<file path="src/hdl/ipv4dq_pkg.sv">
// ----------------------------------------------------------------------------
// ipv4dq_pkg
// Types, codes and constants shared by the dotted-quad checker modules.
// ----------------------------------------------------------------------------
package ipv4dq_pkg;

  typedef enum logic [2:0] {
    ST_OK           = 3'd0,
    ST_EMPTY_OCTET  = 3'd1,
    ST_NO_DIGITS    = 3'd2,
    ST_OVER_255     = 3'd3,
    ST_LEADING_ZERO = 3'd4,
    ST_BAD_CHAR     = 3'd5,
    ST_BAD_FORMAT   = 3'd6
  } status_t;

  localparam logic [8:0] MaxOctet     = 9'd255;
  localparam logic [8:0] SatValue     = 9'd256;
  localparam logic [1:0] DigitsMax    = 2'd3;
  localparam logic [2:0] CountMax     = 3'd7;
  localparam logic [2:0] DotsNeeded   = 3'd3;
  localparam logic [2:0] OctetsNeeded = 3'd4;
  localparam logic [7:0] CharDot      = 8'h2e;
  localparam logic [7:0] CharZero     = 8'h30;
  localparam logic [7:0] CharNine     = 8'h39;

  typedef struct packed {
    logic [8:0] octet_value;
    logic [1:0] digits_seen;
    logic       first_is_zero;
    logic [2:0] dots_seen;
    logic [2:0] octets_seen;
    status_t    error_code;
  } chk_state_t;

  localparam chk_state_t StateReset = '{
    octet_value:   9'd0,
    digits_seen:   2'd0,
    first_is_zero: 1'b0,
    dots_seen:     3'd0,
    octets_seen:   3'd0,
    error_code:    ST_OK
  };

endpackage

</file>
<file path="src/hdl/ipv4dq_step.sv">
// ----------------------------------------------------------------------------
// ipv4dq_step
// Per-character update of the checker state and end-of-string status.
// ----------------------------------------------------------------------------
module ipv4dq_step import ipv4dq_pkg::*; (
  input  chk_state_t cur_state,
  input  logic [7:0] char_code,
  input  logic       has_char,
  input  logic       last,
  output chk_state_t nxt_state,
  output status_t    status
);

  // finish the open octet: range and leading-zero checks, then count it
  function automatic chk_state_t close_octet(input chk_state_t s);
    chk_state_t r;
    r = s;
    if (s.octet_value > MaxOctet) begin
      r.error_code = ST_OVER_255;
    end else if (s.first_is_zero && (s.digits_seen > 2'd1)) begin
      r.error_code = ST_LEADING_ZERO;
    end else begin
      r.octets_seen = (s.octets_seen == CountMax) ? CountMax : s.octets_seen + 3'd1;
    end
    r.octet_value   = 9'd0;
    r.digits_seen   = 2'd0;
    r.first_is_zero = 1'b0;
    return r;
  endfunction

  logic        is_digit;
  logic        is_dot;
  logic [3:0]  digit;
  logic [12:0] times_ten;
  chk_state_t  s;

  assign is_digit  = (char_code >= CharZero) && (char_code <= CharNine);
  assign is_dot    = (char_code == CharDot);
  assign digit     = 4'(char_code - CharZero);
  assign times_ten = {1'b0, cur_state.octet_value, 3'b000}
                   + {3'b000, cur_state.octet_value, 1'b0}
                   + {9'd0, digit};

  always_comb begin
    s = cur_state;
    if (has_char && (cur_state.error_code == ST_OK)) begin
      if (is_digit) begin
        if ((cur_state.digits_seen == 2'd0) && (digit == 4'd0)) begin
          s.first_is_zero = 1'b1;
        end
        if (cur_state.octet_value < SatValue) begin
          s.octet_value = (times_ten > {4'd0, SatValue}) ? SatValue : times_ten[8:0];
        end
        if (cur_state.digits_seen < DigitsMax) begin
          s.digits_seen = cur_state.digits_seen + 2'd1;
        end
      end else if (cur_state.digits_seen == 2'd0) begin
        s.error_code = is_dot ? ST_EMPTY_OCTET : ST_NO_DIGITS;
      end else begin
        s = close_octet(cur_state);
        if (s.error_code == ST_OK) begin
          if (is_dot) begin
            s.dots_seen = (s.dots_seen == CountMax) ? CountMax : s.dots_seen + 3'd1;
          end else begin
            s.error_code = ST_BAD_CHAR;
          end
        end
      end
    end

    if (last) begin
      if ((s.error_code == ST_OK) && (s.digits_seen != 2'd0)) begin
        s = close_octet(s);
      end
      if ((s.error_code == ST_OK) &&
          ((s.dots_seen != DotsNeeded) || (s.octets_seen != OctetsNeeded))) begin
        s.error_code = ST_BAD_FORMAT;
      end
    end

    status    = s.error_code;
    nxt_state = last ? StateReset : s;
  end

endmodule

</file>
<file path="config.mk">
export PLATFORM = sky130hd
export DESIGN_NAME = ipv4dq_step
export DESIGN_NICKNAME = d
export VERILOG_FILES = /design/src/hdl/ipv4dq_pkg.sv /design/src/hdl/ipv4dq_step.sv
export SDC_FILE = /design/constraint.sdc
export NUM_CORES = 1
export LEC_CHECK = 0
export ABC_AREA = 1
export BUFFER_PORTS_ARGS = -buffer_cell sky130_fd_sc_hd__buf_2
export CORE_MARGIN = 2
export CORE_UTILIZATION = 54
export DETAILED_ROUTE_END_ITERATION = 10
export GPL_ROUTABILITY_DRIVEN = 0
export GPL_TIMING_DRIVEN = 0
export PLACE_DENSITY_LB_ADDON = 0.05
export SYNTH_ARGS = -nofsm -noshare
export SYNTH_HDL_FRONTEND = slang
export SYNTH_SLANG_ARGS = --single-unit
</file>
<file path="constraint.sdc">
create_clock -name vclk -period 2.68
set_clock_uncertainty 0.1 [all_clocks]
set_input_delay 0 -clock vclk [all_inputs]
set_output_delay 0 -clock vclk [all_outputs]
set_load 0.005 [all_outputs]
</file>
== Word level (Yosys, flattened, before mapping) ==
Cells that the tools add are included.
Storage, ports and cells
  register bits: 0
  memory bits (writable): 0
  memories kept: 0
  bits in latches: 0
  output and inout port bits: 24
  ROM bits: 0
Operators by class
  order comparisons: 9
  div/mod/pow operators: 0
  reduce and logical (&&, ||, !) cells: 15
  shifts and indexed selects: 0
  $add $sub $neg: 7
  multiplexer cells: 33
  bitwise gates (word level): 0
  $mul: 0
  equal/unequal tests: 6
Operator list (number)
  $mux W21: 5
  $mux W3: 20
  $mux W9: 3
  $gt A9 B8 Y1 const B: 2
  $mux W18: 1
  $add A12 B10 Y13: 1
  $add A13 B4 Y13: 1
  $gt A13 B9 Y1 const B: 1
  $logic_not A3 Y1: 4
  $mux W12: 1
  $add A3 B1 Y3 const B: 3
  $eq A3 B3 Y1 const B: 3
  $lt A9 B9 Y1 const B: 1
  $eq A8 B6 Y1 const B: 1
  $ge A8 B6 Y1 const B: 1
  $le A8 B6 Y1 const B: 1
  $logic_and A1 B1 Y1: 7
  $gt A2 B1 Y1 const B: 2
  $logic_not A4 Y1: 1
  $mux W2: 2
  $sub A4 B1 Y4 const B: 1
  $ne A3 B2 Y1 const B: 1
  $ne A3 B3 Y1 const B: 1
  $add A2 B1 Y2 const B: 1
  5 further kinds: 5

== Logic depth before layout (Yosys ltp) ==
Gate-level depths: netlist of the first run.
  depth after elaboration: 24
  gate-level depth with buffers: 20
  depth with buffers taken out: 20

== Worst setup path before layout of the first run ==
OpenSTA, ideal clock, no wires.
  path kind: in2out
  start point: in cur_state[12] (netlist bit)
  end point: out status[2]
  data arrival time: 2075 ps
  slack: 505 ps
  stages on the path: 15
  buffers on the path: 0
  cell sequence: fa_1 inv_1 fa_1 nand3b_1 nand2_1 nand2_1 nand3_1 nand2_1 nor2_1 nand4_1 a21oi_1 nand2_1 nand2_1 nand2_1 nand2_1
On the way
  longest elaborated chain between the ends: 19
  elaborated cells between the ends (all ways): 40
  classes of those cells: 3 x add/sub; 4 x order compare; 3 x eq/ne; 24 x mux; 6 x reduce/logical
Ends and longest elaborated chain
  start, declared: line ipv4dq_step.sv:6  | input chk_state_t cur_state,
  parallel branches: the longest is 9 deep, another holds $add A12 B10 Y13
  $mux W21 *: line ipv4dq_step.sv:46  | if (has_char && (cur_state.error_code == ST_OK)) begin
  parallel branches: the longest is 8 deep, another holds $gt A9 B8 Y1
  $mux W21 *: line ipv4dq_step.sv:71  | if (last) begin
  end, declared: line ipv4dq_step.sv:11  | output status_t status
Every way passes the cells marked *. The select of a mux whose other input is x is not followed.

== Final worst setup path of the first run ==
Ends and elaborated chain as after synthesis.

==> implementation parameters, run 1 <==
Parameter                              Value

Outcome
  Outcome ... finished, final reports clean

Detailed routing
  Number of iterations in the first detailed-routing pass ... 4
  Mean routed wirelength per cell ... 11.0 um
  Drt first-iter violations ... 119
  Antenna Violating Nets Remaining ... 0
  Total via count in the routed design ... just over 2,000
  Total Wirelength ... roughly 4.2 mm
  Number of vias per cell after detailed routing ... 5.30
  DRC violations left ... 0

Floorplan
  Die X ... between 50 and 60 um
  Total Die Area ... between 3000 and 4000 um^2
  Die H ... 57.9 um
  Standard-cell row count ... 19
  Total core area ... about 2800 um^2
  Effective utilization at floorplan ... a little under three fifths
  Number of ports placed on the die boundary ... 55

Global routing
  Global-route congestion overflow total ... 0
  Maximum number of pins on one net before global-route repair ... 11
  Antenna violations before repair ... 0
  Wire length of the first global-routing pass ... ~7.3 mm
  Global-route usage over all layers ... 26.4%
  Via count of the first global-routing pass ... between 1,500 and 2,000

Final layout
  Synthesis-to-finish area growth ... 21.5%
  Total of clock buffers placed in the layout ... 0
  Fraction of the core area covered by cells at the end of the flow ... 69.2%
  Diodes inserted ... 0
  Fraction of final layout cells with drive strength greater than 1 ... 23.9%
  Area of all sequential standard cells ... 0 um^2
  Final-stage net count ... 410
  Layout sequential cell count ... 0

STA
  Period Utilization, post-route ... 93.0%
  Worst slew pin tran ... around 0.44 ns
  Highest Clock Rate ... 0.401 GHz
  Period minus WS final ... 2.49 ns
  Final-report setup violation count ... 0
  RSZ-0062 raised after global routing ... no
  Worst-case headroom to the max-slew limit ... between 70% and 80%
  Aggregate negative setup slack ... 0 ns
  Worst setup slack after layout ... 0.188 ns
  Count of endpoints failing hold in the final timing report ... 0
  Number of max-slew violations in the final report ... 0
  Final Hold Slack ... roughly 0.19 ns

Power and ir drop
  Combinational power share ... 100.0%
  Maximum ir drop on the vdd rail ... 0.169 mV
  Seq pwr share ... 0%
  Share of total power consumed by net switching ... 60.9%
  Power per cell area ... 191 nW/um^2
  Power after layout ... ~0.37 mW
  Lkg Pwr ... 1.12 nW
  Switching component of the power ... 0.222 mW
  Cell-internal power ... 0.143 mW
  Clk pwr share ... 0%

Yosys
  Gate count of the mapped netlist ... 299
  Cell type with the highest aggregate area in the netlist ... nand2_1
  Top post-synthesis cells by count ... nand2_1 (90), nor2_1 (41), inv_1 (39)
  Avg Inst Size Synth ... 5.26 um^2
  Netlist cell types ... 30
  Top-area cell type share of the netlist area ... 21.5%
  Number of warnings printed during yosys synthesis ... 0
  Syn nets ... 352
  Sequential share of the synthesized area ... 0%
  Most frequent cell after synthesis ... nand2_1
  Biggest area contributors in the synthesized netlist ... nand2_1 (21%), ha_1 (16%), nor2_1 (9.8%)
  Syn Std Cell Area ... 1570 um^2

Critical path
  Worst Path Arrival ... 2.39 ns
  Crit-path max FO ... 3
  Type of the setup path with the least slack ... in2out
  Kind of start point of the critical path ... input port
  Worst EP required ... approximately 2.6 ns
  Nature of the critical path endpoint ... output port

Place
  Placement-stage worst setup slack ... just over 0.05 ns
  Total of buffers placed on input and output ports ... 55
  HPWL after DPL ... around 3.6 mm

Worst hold path
  Worst Hold Class ... in2out
  Number of instances on the worst hold path ... 3

Job
  Maxcap violations ... 0
-- stage by stage --
step | instances | cell area (um^2)
floorplan | 299 | 1570
global placement | 385 | 1890
detailed placement | 385 | 1890
CTS | 385 | 1890
global route | 386 | 1910
finish | 386 | 1910
-- layout make-up --
| class | instances | area, um^2 |
|---|---|---|
| multi-input combinational | 251 | 1410 |
| fill | 294 | 848 |
| timing repair buffer | 56 | 283 |
| inverter | 45 | 169 |
| tap | 31 | 38.8 |
| buffer | 3 | 12.5 |
-- power groups by stage --
stage	sequential, mW	combinational [mW]	clock (mW)
6_report	0	0.365	0
5_1_grt	0	0.417	0
4_1_cts	0	0.353	0
3_5_place_dp	0	0.352	0
3_3_place_gp	0	0.346	0
2_1_floorplan	0	0.247	0
-- worst paths after layout --
path     startpoint            to  slack (ns)
max   cur_state[12]     status[2]        0.19
min            last  nxt_state[5]        0.19
-- worst max-delay path, stage by stage --
cell and delay (ns):
buf_2 0.13, fa_1 0.55, inv_1 0.06, fa_2 0.37
nand3b_1 0.18, nand2_2 0.10, nand2_1 0.08, nand3_1 0.09
nand2_2 0.08, nor2_1 0.09, nand4_1 0.10, a21oi_1 0.20
nand2_1 0.07, nand2_1 0.06, nand2_1 0.06, nand2_1 0.07
buf_2 0.10
-- per-layer routing --
metal	wire length, um	share of wire, %	vias to the layer above	global-route usage (%)
met5	0	0	-	0
met4	0	0	0	1.66
met3	302	7.1	0	2.68
met2	1810	43	70	42.7
met1	2120	50	886	39.6
li1	-	-	1089	-
-- repair_timing --
action | in CTS | in global routing
buffers inserted | 0 | 1
endpoints found under the setup margin | 0 | 10
hold buffers | 0 | 0
resized for setup | 0 | 5
-- cells by family (layout without fill, tap and decap cells) --
kind of cell / Yosys count / count (layout) / share of synthesized area (%)
and+or+nand+nor: 186 / 186 / 54.7
adders and majority gates: 22 / 22 / 18.5
buffers and inverters: 48 / 104 / 11.5
xor gates and xnor gates: 4 / 4 / 2.23
AOI/OAI and AO/OA: 39 / 39 / 13.1
-- layout by cell type (no fill, tap or decap), drive strengths merged --
cell type,count
ha,20
xor2,1
xnor2,3
nor3,5
nand4,13
a21oi,29
nor2,44
nand2,99
and2,1
o31ai,1
o21a,1
inv,45
a31oi,1
clkbuf,2
fa,2
o21ai,7
or2,1
buf,57
nor3b,1
nand3,19
nand3b,3
(Power assumes the default switching activity.)
==> inputs of run 2 (changes only) <==
--- a/config.mk
+++ b/config.mk
@@ -8,7 +8,7 @@
 export ABC_AREA = 1
 export BUFFER_PORTS_ARGS = -buffer_cell sky130_fd_sc_hd__buf_2
 export CORE_MARGIN = 2
-export CORE_UTILIZATION = 54
+export CORE_UTILIZATION = 58
 export DETAILED_ROUTE_END_ITERATION = 10
 export GPL_ROUTABILITY_DRIVEN = 0
 export GPL_TIMING_DRIVEN = 0
==> constraint.sdc (replaced) <==
create_clock -name vclk -period 2.9
set_clock_uncertainty 0.1 [all_clocks]
set_input_delay 0 -clock vclk [all_inputs]
set_output_delay 0 -clock vclk [all_outputs]
set_load 0.005 [all_outputs]
==> run 2 against run 1 <==
  * Global-route usage increased by 0.51 points
  * Non-clock buffer count decreased by 1
  * Flip-flop and latch count unchanged
  * Via count unchanged
  * Largest cell class unchanged
  * Worst setup slack improved by 0.019 ns
  * Die area decreased by 6.4%
  * Combinational power decreased by 9.6%
==> implementation parameters, run 2 (same netlist as run 1, synthesis figures left out) <==
Parameter                              Value

Power and ir drop
  Lkg Pwr ... 1.11 nW (-0.77%)
  Power per cell area ... 175 nW/um^2 (-8.5%)
  Maximum ir drop on the vdd rail ... 0.149 mV (-12%)

Final layout
  Cell Count, Final, Fillers Out ... 384 (-0.52%)
  Layout sequential cell count ... 0 (unchanged)
  Diodes inserted ... 0 (unchanged)
  Final-stage net count ... 409 (-0.24%)
  Synthesis-to-finish area growth ... 19.9%
  Multi-input combinational cell area ... 1390 um^2 (-1.2%)
  Most common library cell in the layout ignoring fill and taps ... nand2_1
  Fillers ... 247 (-16%)
  Fraction of final layout cells with drive strength greater than 1 ... 22.3% (-1.6 points)
  Area of all sequential standard cells ... 0 um^2 (unchanged)
  Total of clock buffers placed in the layout ... 0 (unchanged)
  Leading cell types in the layout, fill and taps excluded ... nand2_1 (90), buf_2 (56), nor2_1 (41), inv_1 (39), a21oi_1 (28)

Detailed routing
  Antenna Violating Nets Remaining ... 0 (unchanged)
  Mean routed wirelength per cell ... 11.1 um (+1.5%)
  DRC violations left ... 0 (unchanged)
  Total via count in the routed design ... 2,045 (unchanged)
  Total Wirelength ... 4.27 mm (+0.95%)
  Number of iterations in the first detailed-routing pass ... 4 (unchanged)
  Drt first-iter violations ... 131 (+10%)
  Number of vias per cell after detailed routing ... 5.33 (+0.52%)

Place
  Total of buffers placed on input and output ports ... 55 (unchanged)
  Total instance count after detailed placement ... 384 (-0.26%)
  Placement-stage worst setup slack ... 0.260 ns (+0.208 ns)
  HPWL after DPL ... 3.61 mm (about the same)

STA
  Worst setup slack after layout ... 0.207 ns (+0.0190 ns)
  RSZ-0062 raised after global routing ... no
  Aggregate negative setup slack ... 0 ns (unchanged)
  Number of max-slew violations in the final report ... 0 (unchanged)
  Worst-case headroom to the max-slew limit ... 69.7% (-0.66 points)
  Period minus WS final ... 2.69 ns
  Worst slew pin tran ... 0.450 ns (+0.00600 ns)
  Highest Clock Rate ... about 0.37 GHz
  Count of endpoints failing hold in the final timing report ... 0 (unchanged)
  Final-report setup violation count ... 0 (unchanged)
  Period Utilization, post-route ... between 90% and 100%

Floorplan
  Die X ... 56.1 um (-3.3%)
  Total core area ... 2520 um^2 (-8.5%)
  Effective utilization at floorplan ... 62.3% (+5.3 points)
  Die H ... 56.1 um (-3.3%)
  Total Die Area ... 3140 um^2 (-6.4%)
  Standard-cell row count ... 18 (-1)
  Number of ports placed on the die boundary ... 55 (unchanged)

Worst hold path
  Worst Hold Class ... in2out

Outcome
  Outcome ... finished, final reports clean

Critical path
  Worst EP required ... 2.80 ns (+0.22 ns)
  Most used cell, CP ... nand2_1
  Nature of the critical path endpoint ... output port
  Delay of the slowest cell on the worst path ... 0.56 ns (about the same)
  Type of the setup path with the least slack ... in2out
  Worst Path Arrival ... 2.59 ns (+0.20 ns)
  Crit-path max FO ... 8 (+5)
  Ordered list of cells on the worst path ... buf_2, fa_1, inv_1, fa_1, nand3b_1, nand2_1, nand2_1, nand3_1, nand2_1, nor3b_4, nand4_1, a21oi_1, buf_2
  Kind of start point of the critical path ... input port
  Critical path's slowest cell ... fa_1

Job
  Maxcap violations ... 0 (unchanged)

Global routing
  Global-route congestion overflow total ... 0 (unchanged)
  Wire length of the first global-routing pass ... 7.25 mm (-0.94%)
  Via count of the first global-routing pass ... 1,731 (-2.0%)
  Antenna violations before repair ... 0 (unchanged)
  Global-route usage over all layers ... 26.9% (+0.51 points)
  Maximum number of pins on one net before global-route repair ... 11 (unchanged)

Clock network
  # hold bufs at CTS ... 0 (unchanged)
  CTS-repair resized insts ... 0 (unchanged)
  Post-CTS setup buffer count ... 0 (unchanged)
==> run 2: cell count changes in the layout (fill, tap and decap cells not counted), sizes merged <==
cell / before / now
buf: 57 / 56
==> run 2: metrics by stage <==
step	hold WS, ns	utilization [%]	cell area (um^2)	power, mW
after global placement	0.187	74.7	1880	0.319
after CTS	0.188	74.7	1880	0.326
after global routing	0.212	74.7	1880	0.375
final	0.193	74.7	1880	0.330
after floorplan	-0.0724	-	1570	0.228
after detailed placement	0.186	74.7	1880	0.324
==> run 2: where the power goes <==
group	internal (mW)	switching, mW
clock network	0	0
registers	0	0
logic	0.126	0.204
==> run 2: critical path: cells and delay by family <==
family | cells | cell delay, ns
AND/OR/NAND/NOR | 7 | 1.13
buffers and inverters | 3 | 0.31
adder cells (fa/ha/maj) | 2 | 0.99
AO/OA/AOI/OAI | 1 | 0.15
==> run 2: worst paths after layout <==
check / startpoint / endpoint / slack [ns] / depth (start not counted)
worst max-delay path: cur_state[12] / nxt_state[17] / 0.21 / 13
worst min-delay path: last / nxt_state[5] / 0.19 / 3
==> run 2: cell type report <==
class | count | area share (%)
repair buffers | 55 | 14.6
well taps | 30 | 1.99
multi-input cells | 251 | 73.8
inverters | 45 | 8.96
plain buffers | 3 | 0.664
==> run 2: routing by layer <==
metal	wire, um	GRT usage (%)
met1	2090	40.4
met2	1880	45.4
met3	299	0
met4	0	1.02
met5	0	0
